===== src/rtl/bfa_pkg.sv =====
// shared types and constants of the best-fit block allocator
`default_nettype none
package bfa_pkg;

  localparam int DEF_NUM_BLOCKS = 16;
  localparam int DEF_SIZE_BITS  = 16;
  localparam int CFG_W          = 5;
  localparam int SLOT_W         = 4;
  localparam int FIELD_SIZE_W   = 16;
  localparam int SUM_W          = 32;

  localparam logic KIND_LOAD    = 1'b0;
  localparam logic KIND_REQUEST = 1'b1;

  typedef struct packed {
    logic                    kind;
    logic [SLOT_W-1:0]       block_slot;
    logic [FIELD_SIZE_W-1:0] size_value;
  } item_beat_t;

  typedef struct packed {
    logic                    granted;
    logic [SLOT_W-1:0]       chosen_block;
    logic [FIELD_SIZE_W-1:0] leftover_size;
    logic [SUM_W-1:0]        internal_total;
    logic [SUM_W-1:0]        external_total;
  } result_beat_t;

  typedef struct packed {
    logic valid;
    logic found;
  } cand_flags_t;

endpackage
`default_nettype wire


===== src/rtl/bfa_cell.sv =====
// one table entry and one stage of the best-fit search chain
`default_nettype none
module bfa_cell #(
  parameter int NUM_BLOCKS = bfa_pkg::DEF_NUM_BLOCKS,
  parameter int SIZE_BITS  = bfa_pkg::DEF_SIZE_BITS,
  parameter int INDEX      = 0,
  localparam int IDX_W     = $clog2(NUM_BLOCKS),
  localparam int AW        = (IDX_W > bfa_pkg::SLOT_W) ? IDX_W : bfa_pkg::SLOT_W
) (
  input  wire logic                      clk,
  input  wire logic                      rst,
  input  wire logic [bfa_pkg::CFG_W-1:0] cfg_limit,
  input  wire logic [SIZE_BITS-1:0]      req_size,
  input  wire logic                      wr_en,
  input  wire logic [AW-1:0]             wr_addr,
  input  wire logic [SIZE_BITS-1:0]      wr_data,
  input  wire bfa_pkg::cand_flags_t      cand_in_flags,
  input  wire logic [IDX_W-1:0]          cand_in_idx,
  input  wire logic [SIZE_BITS-1:0]      cand_in_left,
  output bfa_pkg::cand_flags_t           cand_out_flags,
  output logic [IDX_W-1:0]               cand_out_idx,
  output logic [SIZE_BITS-1:0]           cand_out_left
);
  import bfa_pkg::*;

  localparam int LW = (IDX_W + 1 > CFG_W) ? IDX_W + 1 : CFG_W;

  logic [SIZE_BITS-1:0] entry;
  logic                 in_range;
  logic                 fits;
  logic                 take;
  logic [SIZE_BITS-1:0] left_self;

  assign in_range  = LW'(INDEX) < LW'(cfg_limit);
  assign left_self = entry - req_size;
  assign fits      = cand_in_flags.valid && in_range && (entry >= req_size);
  assign take      = fits && (!cand_in_flags.found || (left_self < cand_in_left));

  always_ff @(posedge clk) begin
    if (rst) begin
      entry <= '0;
    end else if (wr_en && (wr_addr == AW'(INDEX))) begin
      entry <= wr_data;
    end
  end

  always_ff @(posedge clk) begin
    if (rst) begin
      cand_out_flags <= '0;
    end else begin
      cand_out_flags.valid <= cand_in_flags.valid;
      cand_out_flags.found <= cand_in_flags.found || take;
    end
  end

  always_ff @(posedge clk) begin
    cand_out_idx  <= take ? IDX_W'(INDEX) : cand_in_idx;
    cand_out_left <= take ? left_self : cand_in_left;
  end

endmodule
`default_nettype wire


===== src/rtl/best_fit_block_allocator_top.sv =====
// top level of the best-fit block allocator: control, totals and the cell chain
//
//  channel   direction  handshake               payload
//  item      in         item_valid/item_ready   bfa_pkg::item_beat_t
//  result    out        result_valid/result_ready bfa_pkg::result_beat_t
//  cfg       in         cfg_we (no wait)        blocks_in_use, 5 bits
//
//  a load beat writes its entry straight into the cell
//  a request walks a candidate down the chain of NUM_BLOCKS cells, one cell a
//  cycle, then the finish step updates the entry and totals
//  one item is in flight at a time
//  a result held downstream stalls the next request in its finish step; items
//  are taken whenever the control is idle
//  synchronous reset clears the table, totals, count and all valids
`default_nettype none
module best_fit_block_allocator_top #(
  parameter int NUM_BLOCKS = bfa_pkg::DEF_NUM_BLOCKS,
  parameter int SIZE_BITS  = bfa_pkg::DEF_SIZE_BITS
) (
  input  wire logic                      clk,
  input  wire logic                      rst,
  input  wire logic                      item_valid,
  output logic                           item_ready,
  input  wire bfa_pkg::item_beat_t       item,
  output logic                           result_valid,
  input  wire logic                      result_ready,
  output bfa_pkg::result_beat_t          result,
  input  wire logic                      cfg_we,
  input  wire logic [bfa_pkg::CFG_W-1:0] cfg_wdata
);
  import bfa_pkg::*;

  localparam int IDX_W = $clog2(NUM_BLOCKS);
  localparam int AW    = (IDX_W > SLOT_W) ? IDX_W : SLOT_W;

  localparam logic [1:0] ST_IDLE   = 2'd0;
  localparam logic [1:0] ST_SEARCH = 2'd1;
  localparam logic [1:0] ST_FINISH = 2'd2;

  logic [1:0]           state;
  logic [CFG_W-1:0]     blocks_in_use;
  logic [SIZE_BITS-1:0] size_q;
  logic                 start;
  logic [SUM_W-1:0]     int_sum;
  logic [SUM_W-1:0]     ext_sum;
  logic                 fin_found;
  logic [IDX_W-1:0]     fin_idx;
  logic [SIZE_BITS-1:0] fin_left;

  cand_flags_t          flags_chain [NUM_BLOCKS+1];
  logic [IDX_W-1:0]     idx_chain   [NUM_BLOCKS+1];
  logic [SIZE_BITS-1:0] left_chain  [NUM_BLOCKS+1];

  logic                        item_acc;
  logic                        finish_go;
  logic [SIZE_BITS+FIELD_SIZE_W-1:0] size_ext;
  logic [SIZE_BITS-1:0]        item_size;
  logic [AW+SLOT_W-1:0]        slot_ext;
  logic [AW+IDX_W-1:0]         fin_idx_ext;
  logic [IDX_W+SLOT_W-1:0]     chosen_ext;
  logic [SIZE_BITS+FIELD_SIZE_W-1:0] left_ext;
  logic [SIZE_BITS+SUM_W-1:0]  left_wide;
  logic [SIZE_BITS+SUM_W-1:0]  size_wide;
  logic [SUM_W:0]              int_add;
  logic [SUM_W:0]              ext_add;
  logic [SUM_W-1:0]            int_sat;
  logic [SUM_W-1:0]            ext_sat;

  logic                 wr_en;
  logic [AW-1:0]        wr_addr;
  logic [SIZE_BITS-1:0] wr_data;

  assign item_ready = (state == ST_IDLE);
  assign item_acc   = item_valid && item_ready;
  assign finish_go  = (state == ST_FINISH) && (!result_valid || result_ready);

  assign size_ext    = {{SIZE_BITS{1'b0}}, item.size_value};
  assign item_size   = size_ext[SIZE_BITS-1:0];
  assign slot_ext    = {{AW{1'b0}}, item.block_slot};
  assign fin_idx_ext = {{AW{1'b0}}, fin_idx};
  assign chosen_ext  = {{SLOT_W{1'b0}}, fin_idx};
  assign left_ext    = {{FIELD_SIZE_W{1'b0}}, fin_left};
  assign left_wide   = {{SUM_W{1'b0}}, fin_left};
  assign size_wide   = {{SUM_W{1'b0}}, size_q};

  assign int_add = {1'b0, int_sum} + {1'b0, left_wide[SUM_W-1:0]};
  assign ext_add = {1'b0, ext_sum} + {1'b0, size_wide[SUM_W-1:0]};
  assign int_sat = int_add[SUM_W] ? {SUM_W{1'b1}} : int_add[SUM_W-1:0];
  assign ext_sat = ext_add[SUM_W] ? {SUM_W{1'b1}} : ext_add[SUM_W-1:0];

  always_comb begin
    wr_en   = 1'b0;
    wr_addr = slot_ext[AW-1:0];
    wr_data = item_size;
    priority if (item_acc && (item.kind == KIND_LOAD)) begin
      wr_en = 1'b1;
    end else if (finish_go && fin_found) begin
      wr_en   = 1'b1;
      wr_addr = fin_idx_ext[AW-1:0];
      wr_data = fin_left;
    end
  end

  // candidate enters the chain empty
  assign flags_chain[0] = '{valid: start, found: 1'b0};
  assign idx_chain[0]   = '0;
  assign left_chain[0]  = '0;

  for (genvar g = 0; g < NUM_BLOCKS; g++) begin : g_cell
    bfa_cell #(
      .NUM_BLOCKS (NUM_BLOCKS),
      .SIZE_BITS  (SIZE_BITS),
      .INDEX      (g)
    ) u_cell (
      .clk            (clk),
      .rst            (rst),
      .cfg_limit      (blocks_in_use),
      .req_size       (size_q),
      .wr_en          (wr_en),
      .wr_addr        (wr_addr),
      .wr_data        (wr_data),
      .cand_in_flags  (flags_chain[g]),
      .cand_in_idx    (idx_chain[g]),
      .cand_in_left   (left_chain[g]),
      .cand_out_flags (flags_chain[g+1]),
      .cand_out_idx   (idx_chain[g+1]),
      .cand_out_left  (left_chain[g+1])
    );
  end

  always_ff @(posedge clk) begin
    if (rst) begin
      blocks_in_use <= '0;
    end else if (cfg_we) begin
      blocks_in_use <= cfg_wdata;
    end
  end

  always_ff @(posedge clk) begin
    if (rst) begin
      state        <= ST_IDLE;
      start        <= 1'b0;
      int_sum      <= '0;
      ext_sum      <= '0;
      result_valid <= 1'b0;
    end else begin
      start <= item_acc && (item.kind == KIND_REQUEST);
      if (finish_go) begin
        result_valid <= 1'b1;
      end else if (result_valid && result_ready) begin
        result_valid <= 1'b0;
      end
      unique case (state)
        ST_IDLE: begin
          if (item_acc && (item.kind == KIND_REQUEST)) begin
            state <= ST_SEARCH;
          end
        end
        ST_SEARCH: begin
          if (flags_chain[NUM_BLOCKS].valid) begin
            state <= ST_FINISH;
          end
        end
        ST_FINISH: begin
          if (finish_go) begin
            state <= ST_IDLE;
            if (fin_found) begin
              int_sum <= int_sat;
            end else begin
              ext_sum <= ext_sat;
            end
          end
        end
        default: begin
          state <= ST_IDLE;
        end
      endcase
    end
  end

  always_ff @(posedge clk) begin
    if (item_acc && (item.kind == KIND_REQUEST)) begin
      size_q <= item_size;
    end
    if ((state == ST_SEARCH) && flags_chain[NUM_BLOCKS].valid) begin
      fin_found <= flags_chain[NUM_BLOCKS].found;
      fin_idx   <= idx_chain[NUM_BLOCKS];
      fin_left  <= left_chain[NUM_BLOCKS];
    end
    if (finish_go) begin
      result.granted        <= fin_found;
      result.chosen_block   <= fin_found ? chosen_ext[SLOT_W-1:0] : '0;
      result.leftover_size  <= fin_found ? left_ext[FIELD_SIZE_W-1:0] : '0;
      result.internal_total <= fin_found ? int_sat : int_sum;
      result.external_total <= fin_found ? ext_sum : ext_sat;
    end
  end

endmodule
`default_nettype wire


===== config.mk =====
export PLATFORM = sky130hd
export DESIGN_NAME = best_fit_block_allocator_top
export DESIGN_NICKNAME = d
export VERILOG_FILES = /design/src/rtl/bfa_pkg.sv /design/src/rtl/bfa_cell.sv /design/src/rtl/best_fit_block_allocator_top.sv
export SDC_FILE = /design/constraint.sdc
export NUM_CORES = 2
export LEC_CHECK = 0
export BUFFER_PORTS_ARGS = -buffer_cell sky130_fd_sc_hd__buf_2
export CAP_MARGIN = 20
export CELL_PAD_IN_SITES_DETAIL_PLACEMENT = 1
export CELL_PAD_IN_SITES_GLOBAL_PLACEMENT = 1
export CORE_MARGIN = 1
export CORE_UTILIZATION = 54
export DETAILED_ROUTE_END_ITERATION = 6
export PLACE_DENSITY = 0.94
export SETUP_SLACK_MARGIN = 0.1
export SKIP_LAST_GASP = 1
export SLEW_MARGIN = 20
export SYNTH_ARGS = -nofsm -noshare
export SYNTH_HDL_FRONTEND = slang
export SYNTH_HIERARCHICAL = 1
export SYNTH_SLANG_ARGS = --single-unit

===== constraint.sdc =====
create_clock -name clk -period 12.6 [get_ports clk]
set_input_delay 1.26 -clock clk [delete_from_list [all_inputs] [get_ports clk]]
set_output_delay 1.26 -clock clk [all_outputs]
set_load 0.01 [all_outputs]

==> results.toml <==
[die]
initial_core_util_pct = 54.7
die-area_mm2 = 0.0963
fp-row-count = 112
die_h_um = 310
dieWidth_um = 310
io-pin-count = 118
fp.coreArea_mm2 = 0.0937

[clock_network]
clk_latency_ns = 0.75
clock-root-buffer = "clkbuf_16"
cts_setup_buffers = 0
clock_sinks = 803
htree_levels = 3
cts_resized = 0
cts_tree = "done"
clk_pin_slew_ns = 0.07
postCtsHoldBufs = 0
numCtsBuffers = 89
cts.path.max_buffers = 3

[place]
place_area_mm2 = 0.0529
dp_slack_ns = 6.86
place_inst = 6939
hpwl_um = 128000
place.gp.congestion = 0.939
io_buffers = 117

[worst_setup_path]
path_delay_family = "simple AND/OR/NAND/NOR gates"
critPathBufInv = 2
crit_slowest_cell = "or4b_2"
r2r-start = "size_q[2]$_DFFE_PP_"
slowest_delay_ns = 0.72
path_cells = "buf_4 -> inv_1 -> ha_1 -> nor2b_1 -> o21ai_0 -> a21boi_0 -> or4b_2 -> nand3_1 -> ha_1 -> nand4_1 -> nor4_1 -> o21ai_0 -> a41oi_1 -> nor2_4 -> mux2_4"
cp_max_fo = 19
crit_arrival_ns = 6.79
r2r_end = "g_cell[11].u_cell/cand_out_left[14]$_DFF_P_"
r2r_cells = 15
r2r_slack_ns = 6.41
start_kind = "flop"
required_ns = 13.20
crit_type = "flop to flop"
endpoint_kind = "flop"

[hold_path]
whs_path_depth = 0
hold_path.class = "flop to flop"
worstHoldStart = "g_cell[15].u_cell/cand_out_left[13]$_DFF_P_"
min_to = "fin_left[13]$_DFFE_PP_"

[yosys]
syn-cell-area_mm2 = 0.0513
synth_seq_cells = 803
synth.distinct_cells = 140
netlist_instances = 5667
yosys_warnings = 6
synthArstFlopShare_pct = 0
ys_seq_area_share_pct = 33.7
postSynthAreaPerCell_um2 = 9.06
ys.flop_type = "dfxtp_1"
synth_edf_count = 122

[timing]
rsz0062_at_grt = "false"
hold_viol = 0
fin_crit_sh_pct = 49.1
fin_hold_ws_ns = 0.399
worst_pin_slew_ns = 1.27
period_needed_ns = 6.19
slew_headroom_pct = 15.0
timing.final.ws_setup_ns = 6.41
fin_worst_skew_ns = 0.0499
fmax_mhz = 161
drv_slew = 0
setup_tns_ns = 0
setup_viol = 0

[pwr]
combPwrFrac_pct = 12.1
sequentialPowerShare_pct = 42.1
peakVddDrop_uv = 90.4
p_leak_nw = 25.8
p_per_area_mw_per_mm2 = 115
power_mw = 6.48
p_sw_mw = 1.84
switching_share_pct = 28.4
internal_power_mw = 4.64
p_clk_share_pct = 45.9

[cells_and_area]
syn_to_final_growth_pct = 9.48
drive_gt1_share_pct = 12.3
final_cell_mix = "dfxtp_1 (681), inv_1 (601), ha_1 (528), nand2_1 (486), nor2_1 (486)"
fin_nets = 6358
layout_commonest_cell = "dfxtp_1"
finish.instance_area_mm2 = 0.0562
final_util_pct = 59.9
finalNonFillerCells = 7126

[route]
drt_iter0_markers = 6122
wl_per_cell_um = 31.3
wl_um = 223000
drt-vias-per-instance = 6.96
first_pass_iters = 7
drc_errors = 18
antenna_left = 0
vias = 49618

[global_route]
grt_max_degree = 110
grt_pass1_vias = 52927
grt_usage_pct = 45.4
antenna_found_initial = 15
grt_pass1_wl_um = 331000
grt-ovfl-total = 0

[run_status]
violations = "DRC"
status = "finished with violations"

[run]
maxCapViolations = 0
[logic make-up after synthesis]
kind of cell,share of synthesized area [%]
AOI/OAI and AO/OA,15.8
DFF,33.7
xor gates and xnor gates,3.86
and+or+nand+nor,15.3
adders and majority gates,13.6
muxes,11.2
buffers and inverters,6.54
other,0.00731
[how the worst max path moves through the flow]
stage / startpoint / end / slack [ns] / cells past startpoint
floorplan: result_ready / ext_sum[20]$_SDFFE_PP0P_ / 7.57 / 7
global placement: result_ready / g_cell[3].u_cell/entry[13]$_SDFFE_PP0P_ / 7.24 / 11
detailed placement: result_ready / g_cell[11].u_cell/entry[7]$_SDFFE_PP0P_ / 6.86 / 12
CTS: size_q[1]$_DFFE_PP_ / g_cell[5].u_cell/cand_out_left[8]$_DFF_P_ / 6.91 / 17
global route: size_q[1]$_DFFE_PP_ / g_cell[5].u_cell/cand_out_left[11]$_DFF_P_ / 6.58 / 17
finish: size_q[2]$_DFFE_PP_ / g_cell[11].u_cell/cand_out_left[14]$_DFF_P_ / 6.41 / 15
[synthesized netlist by cell type (34+ instances only)]
| master | count | area share [%] |
|---|---|---|
| mux2_4 | 179 | 5.2 |
| a211oi_1 | 53 | 0.78 |
| nand2b_1 | 53 | 0.65 |
| nand2_1 | 494 | 3.6 |
| nand3_1 | 94 | 0.92 |
| and3_1 | 51 | 0.62 |
| o21a_1 | 41 | 0.60 |
| nor2b_1 | 66 | 0.80 |
| ha_1 | 528 | 13 |
| xnor2_1 | 139 | 2.4 |
| inv_1 | 602 | 4.4 |
| mux2i_1 | 248 | 4.8 |
| nor3_1 | 91 | 0.89 |
| and2_1 | 54 | 0.66 |
| xor2_1 | 87 | 1.5 |
| edfxtp_1 | 122 | 7.1 |
| a21oi_1 | 438 | 4.3 |
| o21ai_0 | 180 | 1.8 |
| o21ai_1 | 34 | 0.33 |
| dfxtp_1 | 681 | 27 |
| a21o_1 | 68 | 0.99 |
| mux2_2 | 34 | 0.75 |
| nor2_1 | 492 | 3.6 |
| buf_2 | 35 | 0.34 |
| nand4_1 | 73 | 0.89 |
| clkbuf_1 | 93 | 0.68 |
[layout make-up]
cell class,count,area (µm²)
clock buffers,113,2450
flip-flops and latches,803,17300
clock inverters,53,728
inverters,603,2270
fillers,10579,37600
repair buffers,164,978
well taps,1254,1570
multi-input cells,4120,30900
diodes,16,40.0
[per-layer routing]
layer  vias up  global-route usage [%]  routed length [µm]
li1      20009                       -                   -
met1     23850                    48.2               75400
met2      3962                    71.0               98600
met3      1781                    15.0               24600
met4        16                    42.4               24500
met5         -                   0.455                 129
[state kept, by name, summed over array words and instances (netlist names), 32 cells and up]
name and count:
int_sum 32, g_cell.u_cell/cand_out_idx 64, result 85, g_cell.u_cell/cand_out_flags 32
g_cell.u_cell/cand_out_left 256, g_cell.u_cell/entry 256, ext_sum 32
[power groups by stage]
stage / logic, mW / clock network [mW] / registers [mW]
3_5_place_dp: 0.679 / 0 / 2.77
2_1_floorplan: 0.453 / 0 / 2.75
3_3_place_gp: 0.620 / 0 / 2.76
6_report: 0.781 / 2.97 / 2.73
5_1_grt: 0.808 / 3.04 / 2.72
4_1_cts: 0.736 / 2.94 / 2.72
Power figures use the tool's default switching activity.
